--- src/pacdb_pkg.sv ---
`timescale 1ns / 1ps

package pacdb_pkg;

   localparam int NUM_CHANNELS_DEF = 8;
   localparam longint unsigned COUNT_LIMIT_DEF = 64'd65535;

   localparam logic [1:0] REQ_CLOCK = 2'd0;
   localparam logic [1:0] REQ_RESET = 2'd1;
   localparam logic [1:0] REQ_SET   = 2'd2;

   typedef struct packed {
      logic [1:0] req_type;
      logic       clock_level;
      logic [2:0] channel;
      logic [7:0] divider_value;
   } req_payload_type;

   typedef struct packed {
      logic [7:0]  gate_outputs;
      logic [15:0] master_count;
      logic [7:0]  applied_divider;
   } rsp_payload_type;

endpackage

--- src/pacdb_rem_div.sv ---
`timescale 1ns / 1ps

module pacdb_rem_div #(
   parameter int DVD_W = 16
) (
   input  logic             clock,
   input  logic             reset,
   input  logic             start,
   input  logic [DVD_W-1:0] dividend,
   input  logic [8:0]       divisor,
   output logic             done,
   output logic [8:0]       remainder
);

   localparam int CW = $clog2(DVD_W + 1);

   logic             busy_ff, busy_in;
   logic             done_ff, done_in;
   logic [CW-1:0]    cnt_ff, cnt_in;
   logic [DVD_W-1:0] shift_ff, shift_in;
   logic [8:0]       rem_ff, rem_in;
   logic [9:0]       trial;
   logic [9:0]       diff;

   assign trial = {rem_ff, shift_ff[DVD_W-1]};
   assign diff  = trial - {1'b0, divisor};

   always_comb begin
      busy_in  = busy_ff;
      done_in  = 1'b0;
      cnt_in   = cnt_ff;
      shift_in = shift_ff;
      rem_in   = rem_ff;
      if (busy_ff) begin
         // One restoring step per cycle, most significant dividend bit first.
         shift_in = shift_ff << 1;
         if (trial >= {1'b0, divisor}) begin
            rem_in = diff[8:0];
         end else begin
            rem_in = trial[8:0];
         end
         cnt_in = cnt_ff + 1'b1;
         if (cnt_ff == CW'(DVD_W - 1)) begin
            busy_in = 1'b0;
            done_in = 1'b1;
         end
      end else if (start) begin
         busy_in  = 1'b1;
         cnt_in   = '0;
         shift_in = dividend;
         rem_in   = '0;
      end
   end

   always_ff @(posedge clock) begin
      if (reset) begin
         busy_ff <= 1'b0;
         done_ff <= 1'b0;
         cnt_ff  <= '0;
      end else begin
         busy_ff <= busy_in;
         done_ff <= done_in;
         cnt_ff  <= cnt_in;
      end
      shift_ff <= shift_in;
      rem_ff   <= rem_in;
   end

   assign done      = done_ff;
   assign remainder = rem_ff;

endmodule

--- src/phase_aligned_clock_divider_bank.sv ---
`timescale 1ns / 1ps

// A level-changing clock request passes S_INC, S_SCAN (one shared compare-and-add per
// channel) and S_DONE; other requests but a set to a valid channel go straight to S_DONE.
// Such a set waits in S_DIV on the bit-serial remainder unit (counter width, 16 bits by
// default), then passes S_SUB and S_SET. One request is in work at a time; the response
// register lets the next request in while a response waits. Synchronous reset clears the
// counter, gates and response valid, and sets each divider and next-toggle count to one.

module phase_aligned_clock_divider_bank #(
   parameter int              NUM_CHANNELS = pacdb_pkg::NUM_CHANNELS_DEF,
   parameter longint unsigned COUNT_LIMIT  = pacdb_pkg::COUNT_LIMIT_DEF
) (
   input  logic                       clock,
   input  logic                       reset,
   input  logic                       req_valid,
   output logic                       req_ready,
   input  pacdb_pkg::req_payload_type req_payload,
   output logic                       rsp_valid,
   input  logic                       rsp_ready,
   output pacdb_pkg::rsp_payload_type rsp_payload
);

   localparam int CNT_W = $clog2(COUNT_LIMIT + 64'd1);
   localparam int TOG_W = $clog2(COUNT_LIMIT + 64'd767);
   localparam int ADD_W = TOG_W + 1;
   localparam int IDX_W = (NUM_CHANNELS > 1) ? $clog2(NUM_CHANNELS) : 1;
   localparam int GW    = (NUM_CHANNELS > 8) ? NUM_CHANNELS : 8;
   localparam int MW    = (CNT_W > 16) ? CNT_W : 16;

   typedef enum logic [6:0] {
      S_IDLE = 7'b0000001,
      S_INC  = 7'b0000010,
      S_SCAN = 7'b0000100,
      S_DIV  = 7'b0001000,
      S_SUB  = 7'b0010000,
      S_SET  = 7'b0100000,
      S_DONE = 7'b1000000
   } state_type;

   state_type                  state_ff, state_in;
   logic [IDX_W-1:0]           cur_ff, cur_in;
   logic [IDX_W-1:0]           chan_ff, chan_in;
   logic                       ch_ok_ff, ch_ok_in;
   logic [CNT_W-1:0]           edge_ff, edge_in;
   logic                       last_ff, last_in;
   logic [7:0]                 div_ff [NUM_CHANNELS];
   logic [7:0]                 div_in [NUM_CHANNELS];
   logic [TOG_W-1:0]           tog_ff [NUM_CHANNELS];
   logic [TOG_W-1:0]           tog_in [NUM_CHANNELS];
   logic [NUM_CHANNELS-1:0]    gate_ff, gate_in;
   logic [TOG_W-1:0]           p_ff, p_in;
   logic                       rsp_valid_ff, rsp_valid_in;
   pacdb_pkg::rsp_payload_type rsp_ff, rsp_in;

   logic             accept;
   logic             req_ch_ok;
   logic [IDX_W-1:0] req_idx;
   logic [7:0]       req_div;
   logic [7:0]       cur_div;
   logic             div_start;
   logic             div_done;
   logic [8:0]       div_rem;
   logic [9:0]       cur_div2;
   logic [9:0]       cur_div3;
   logic [9:0]       offset;
   logic [ADD_W-1:0] opa, opb, sum;
   logic             cin;
   logic [GW-1:0]    gate_ext;
   logic [MW-1:0]    edge_ext;

   assign req_ready = (state_ff == S_IDLE);
   assign accept    = req_valid && req_ready;
   assign req_ch_ok = (32'(req_payload.channel) < 32'(NUM_CHANNELS));
   assign req_idx   = IDX_W'(req_payload.channel);
   assign req_div   = (req_payload.divider_value == 8'd0) ? 8'd1 : req_payload.divider_value;
   assign cur_div   = div_ff[cur_ff];
   assign cur_div2  = {1'b0, cur_div, 1'b0};
   assign cur_div3  = cur_div2 + {2'b00, cur_div};
   assign div_start = accept && (req_payload.req_type == pacdb_pkg::REQ_SET) && req_ch_ok;

   pacdb_rem_div #(
      .DVD_W(CNT_W)
   ) u_rem_div (
      .clock    (clock),
      .reset    (reset),
      .start    (div_start),
      .dividend (edge_ff),
      .divisor  (cur_div2[8:0]),
      .done     (div_done),
      .remainder(div_rem)
   );

   // The next toggle sits one past one, two or three half periods from the start of the period.
   always_comb begin
      if (!gate_ff[cur_ff]) begin
         offset = cur_div2 + 10'd1;
      end else if ({1'b0, div_rem} <= {2'b00, cur_div}) begin
         offset = {2'b00, cur_div} + 10'd1;
      end else begin
         offset = cur_div3 + 10'd1;
      end
   end

   always_comb begin
      opa = '0;
      opb = '0;
      cin = 1'b0;
      unique case (state_ff)
         S_INC: begin
            opa = ADD_W'(edge_ff);
            cin = 1'b1;
         end
         S_SCAN: begin
            opa = ADD_W'(tog_ff[cur_ff]);
            opb = ADD_W'(cur_div);
         end
         S_SUB: begin
            opa = ADD_W'(edge_ff);
            opb = ~ADD_W'(div_rem);
            cin = 1'b1;
         end
         S_SET: begin
            opa = ADD_W'(p_ff);
            opb = ADD_W'(offset);
         end
         default: begin
         end
      endcase
      sum = opa + opb + ADD_W'(cin);
   end

   assign gate_ext = GW'(gate_ff);
   assign edge_ext = MW'(edge_ff);

   always_comb begin
      state_in     = state_ff;
      cur_in       = cur_ff;
      chan_in      = chan_ff;
      ch_ok_in     = ch_ok_ff;
      edge_in      = edge_ff;
      last_in      = last_ff;
      div_in       = div_ff;
      tog_in       = tog_ff;
      gate_in      = gate_ff;
      p_in         = p_ff;
      rsp_valid_in = rsp_valid_ff && !rsp_ready;
      rsp_in       = rsp_ff;

      unique case (state_ff)
         S_IDLE: begin
            if (accept) begin
               chan_in  = req_idx;
               ch_ok_in = req_ch_ok;
               cur_in   = req_idx;
               state_in = S_DONE;
               unique case (req_payload.req_type)
                  pacdb_pkg::REQ_CLOCK: begin
                     if (req_payload.clock_level != last_ff) begin
                        last_in  = req_payload.clock_level;
                        state_in = S_INC;
                     end
                  end
                  pacdb_pkg::REQ_RESET: begin
                     edge_in = '0;
                     last_in = 1'b0;
                     gate_in = '0;
                     for (int c = 0; c < NUM_CHANNELS; c++) begin
                        tog_in[c] = TOG_W'(1);
                     end
                  end
                  pacdb_pkg::REQ_SET: begin
                     if (req_ch_ok) begin
                        div_in[req_idx] = req_div;
                        state_in        = S_DIV;
                     end
                  end
                  default: begin
                  end
               endcase
            end
         end
         S_INC: begin
            if (sum > ADD_W'(COUNT_LIMIT)) begin
               edge_in = '0;
            end else begin
               edge_in = sum[CNT_W-1:0];
            end
            cur_in   = '0;
            state_in = S_SCAN;
         end
         S_SCAN: begin
            if (tog_ff[cur_ff] == TOG_W'(edge_ff)) begin
               gate_in[cur_ff] = ~gate_ff[cur_ff];
               if (sum > ADD_W'(COUNT_LIMIT)) begin
                  tog_in[cur_ff] = TOG_W'(cur_div);
               end else begin
                  tog_in[cur_ff] = sum[TOG_W-1:0];
               end
            end
            if (cur_ff == IDX_W'(NUM_CHANNELS - 1)) begin
               cur_in   = chan_ff;
               state_in = S_DONE;
            end else begin
               cur_in = cur_ff + 1'b1;
            end
         end
         S_DIV: begin
            if (div_done) begin
               state_in = S_SUB;
            end
         end
         S_SUB: begin
            p_in     = sum[TOG_W-1:0];
            state_in = S_SET;
         end
         S_SET: begin
            tog_in[cur_ff] = sum[TOG_W-1:0];
            state_in       = S_DONE;
         end
         S_DONE: begin
            if (!rsp_valid_ff || rsp_ready) begin
               rsp_valid_in           = 1'b1;
               rsp_in.gate_outputs    = gate_ext[7:0];
               rsp_in.master_count    = edge_ext[15:0];
               rsp_in.applied_divider = ch_ok_ff ? cur_div : 8'd0;
               state_in               = S_IDLE;
            end
         end
         default: begin
            state_in = S_IDLE;
         end
      endcase
   end

   always_ff @(posedge clock) begin
      if (reset) begin
         state_ff     <= S_IDLE;
         cur_ff       <= '0;
         chan_ff      <= '0;
         ch_ok_ff     <= 1'b0;
         edge_ff      <= '0;
         last_ff      <= 1'b0;
         gate_ff      <= '0;
         rsp_valid_ff <= 1'b0;
         for (int c = 0; c < NUM_CHANNELS; c++) begin
            div_ff[c] <= 8'd1;
            tog_ff[c] <= TOG_W'(1);
         end
      end else begin
         state_ff     <= state_in;
         cur_ff       <= cur_in;
         chan_ff      <= chan_in;
         ch_ok_ff     <= ch_ok_in;
         edge_ff      <= edge_in;
         last_ff      <= last_in;
         gate_ff      <= gate_in;
         rsp_valid_ff <= rsp_valid_in;
         div_ff       <= div_in;
         tog_ff       <= tog_in;
      end
      p_ff   <= p_in;
      rsp_ff <= rsp_in;
   end

   assign rsp_valid   = rsp_valid_ff;
   assign rsp_payload = rsp_ff;

endmodule

--- config.mk ---
export PLATFORM = sky130hd
export DESIGN_NAME = phase_aligned_clock_divider_bank
export DESIGN_NICKNAME = d
export VERILOG_FILES = /design/src/pacdb_pkg.sv /design/src/pacdb_rem_div.sv /design/src/phase_aligned_clock_divider_bank.sv
export SDC_FILE = /design/constraint.sdc
export NUM_CORES = 1
export LEC_CHECK = 0
export BUFFER_PORTS_ARGS = -buffer_cell sky130_fd_sc_hd__buf_4
export CAP_MARGIN = 25
export CORE_UTILIZATION = 60
export DETAILED_ROUTE_END_ITERATION = 10
export GPL_TIMING_DRIVEN = 0
export PLACE_DENSITY = 0.77
export SYNTH_ARGS = -nofsm -noshare
export SYNTH_HDL_FRONTEND = slang
export SYNTH_SLANG_ARGS = --single-unit
--- constraint.sdc ---
create_clock -name clock -period 15.9 [get_ports clock]
set_input_delay 3.18 -clock clock [delete_from_list [all_inputs] [get_ports clock]]
set_output_delay 3.18 -clock clock [all_outputs]
set_load 0.02 [all_outputs]
==> flow_summary_export.csv <==
group,metric,value,unit
drt,postRouteAntennaNets,0,
critical_path,start_kind,"flop",
min_path,hold_path_class,"reg -> reg",
timing,slew_headroom,28.8,%
timing,fmaxAchievable,92.9,MHz
final_layout,diodes,0,
drt,remaining_drc_errors,0,
drt,drtIter0Drc,2019,
die,die-area,0.0280,sq mm
synth,ys_types,85,
synth,avgSynthCellArea,9.65,sq um
final_layout,seq_area,0.00716,sq mm
timing,whs,0.436,ns
global_route,grt_pass1_vias,14000,
final_layout,syn2layout_area_growth,12.0,%
synth,synth-async-reset-ratio,0,%
synth,postSynthCellCount,1697,
critical_path,r2r_start,"cur_ff[1]$_SDFFE_PP0P_",
timing,finalMaxSlewViolations,0,
die,rows,60,
final_layout,final_area,0.0183,sq mm
final_layout,nNetsFinal,1846,
cts,numClockSinks,321,
timing,rsz0062_at_grt,"false",
final_layout,multi_input_area,0.00849,sq mm
placed_design,io_buffer_count,40,
global_route,grt_pass1_wl,82.1,mm
placed_design,place.gp.congestion,1.02,
power_and_ir_drop,p_leak,6.98,nW
cts,postCtsHoldBufs,0,
drt,wl_per_cell,25.2,microns
timing,skew,0.0251,ns
synth,synth_area,0.0164,sq mm
synth,synth_area_leaders,"dfxtp_1 30%, edfxtp_1 13%, mux2i_1 6.2%",
synth,ys_ff_latch,321,
placed_design,placed_area,0.0172,sq mm
cts,clkLatencyLatePin,0.53,ns
cts,htreeDepth,2,
final_layout,drive_gt1_share,10.9,%
cts,cts.path.max_buffers,3,
global_route,grt_max_degree,33,
die,die_h,167,microns
synth,synth-edff-count,73,
timing,finalHoldViolCount,0,
synth,synth_top_area_cell,"dfxtp_1",
critical_path,crit_slowest_cell,"clkbuf_1",
critical_path,crit_required,16.35,ns
drt,dr.pass1.iters,6,
job,drv_cap,0,
cts,cts-resized-gates,0,
synth,synth_nets,1756,
critical_path,cp_max_fo,10,
outcome,status,"complete, no violations",
cts,cts_made_buffers,35,
critical_path,crit_path_frequent_cell,"clkbuf_1",
timing,tightestPinTransition,1.04,ns
timing,finalCritPeriodShare,67.7,%
cts,cts_setup_buffers,0,
synth,yosysMostFrequentCell,"dfxtp_1",
timing,finalSetupViolCount,0,
power_and_ir_drop,powerDensity,112,mW/mm^2
min_path,hp-start,"edge_ext[4]$_SDFFE_PP0P_",
timing,post-route-min-period,10.77,ns
placed_design,hpwlAfterDp,38.8,mm
critical_path,crit_path_end_kind,"flop",
global_route,overflow,0,
synth,ys_warn_count,0,
cts,cts_root_buffer,"clkbuf_16",
critical_path,max_stage_delay,0.83,ns
power_and_ir_drop,ir_worst_vdd,89.3,uV
synth,seq_area_frac_synth,43.7,%
synth,synth_common_cells,"248 x dfxtp_1, 180 x nor2_1, 110 x nand2_1, 102 x mux2i_1, 90 x a22o_1",
critical_path,worstPathArrival,11.22,ns
timing,fin_setup_tns,0,ns
synth,synth_top_area_share,30.3,%
global_route,grtUsageTotal,38.1,%
die,io_pins,52,
cts,cts_tree,"built",
synth,yosys_most_used_dff,"dfxtp_1",
critical_path,worstSetupPathType,"reg -> reg",
drt,route.vias.total,14800,
final_layout,num-fill-cells,2139,
timing,setup_ws,5.13,ns
cts,path_clk_slew,0.06,ns
die,start_util,60.9,%
critical_path,cp-startpoint,"cur_ff[1]$_SDFFE_PP0P_",
drt,viasPerCell,6.88,
die,coreArea,0.0269,sq mm
die,die_width,167,microns
global_route,antenna_found_initial,1,
drt,wl,54.2,mm
placed_design,pre_cts_slack,5.57,ns
cell usage in the layout (no fill, tap or decap), types with 23 or more instances in the layout:
cell       instances
dfxtp_1          248
nor3_1            34
buf_4             48
a22oi_1           52
ha_1              37
a21oi_1           87
o21ai_0           60
nor2b_1           23
mux2i_1          102
inv_1             46
nand3_1           27
edfxtp_1          73
nor2_1           180
nand2_1          110
clkbuf_1          80
clkbuf_16         36
a22o_1            90
report_power, final:
part           total [mW]  leakage [nW]  switching [mW]  internal [mW]
Sequential          0.862          2.64          0.0102          0.852
Clock               0.798         0.553           0.345          0.454
Combinational       0.393          3.79           0.277          0.116
Total                2.05          6.98           0.632           1.42
layer usage:
metal | GRT usage (%) | wire length, microns | vias up
met5 | 0 | 11 | -
met4 | 18.2 | 2740 | 2
met3 | 6.85 | 6000 | 202
met2 | 58.9 | 23500 | 951
met1 | 52.0 | 21900 | 7074
li1 | - | - | 6586
worst paths after layout:
check	to	slack (ns)	cells after the start
max	edge_ext[13]$_SDFFE_PP0P_	5.13	33
min	rsp_payload[12]$_DFFE_PP_	0.44	0
max reg2reg	edge_ext[13]$_SDFFE_PP0P_	5.13	33
min reg2reg	rsp_payload[12]$_DFFE_PP_	0.44	0
through the flow:
step                utilization, %  total power, mW  instances
finish                        68.3             2.05       2153
global route                  68.3             2.09       2153
CTS                           68.2             2.03       2148
detailed placement            64.0             1.25       2086
global placement              63.7             1.25       2078
floorplan                        -             1.12       1697
worst max-delay path, delay by kind of cell (launching register included):
family                   cells  cell delay (ns)
buffers and inverters       11             4.02
AO/OA/AOI/OAI               11             2.85
AND/OR/NAND/NOR              9             2.66
adder cells (fa/ha/maj)      2             0.78
flip-flops                   1             0.34
state kept, by name, indices dropped and copies added (netlist names), 3 cells and up:
signal	flops
edge_ext	16
gate_ext	8
cur_ff	3
rsp_payload	32
state_ff	7
div_ff	64
chan_ff	3
p_ff	17
u_rem_div.remainder	9
u_rem_div.shift_ff	16
u_rem_div.cnt_ff	5
tog_ff	136
final cells by class:
type | instances | share of cell area, %
clock buffer | 50 | 5.58
buffer | 122 | 3.20
sequential | 321 | 39.0
timing repair buffer | 53 | 2.18
tap | 341 | 2.33
clock inverter | 12 | 0.505
multi-input combinational | 1207 | 46.2
inverter | 47 | 0.961
cell families after synthesis:
logic type	Yosys count	synth area share (%)
AOI/OAI and AO/OA	527	23.6
xor gates and xnor gates	35	1.87
adders and majority gates	41	3.31
buffers and inverters	169	4.66
DFF	321	43.7
muxes	127	8.91
and+or+nand+nor	477	14.0
Power figures use the tool's default switching activity.
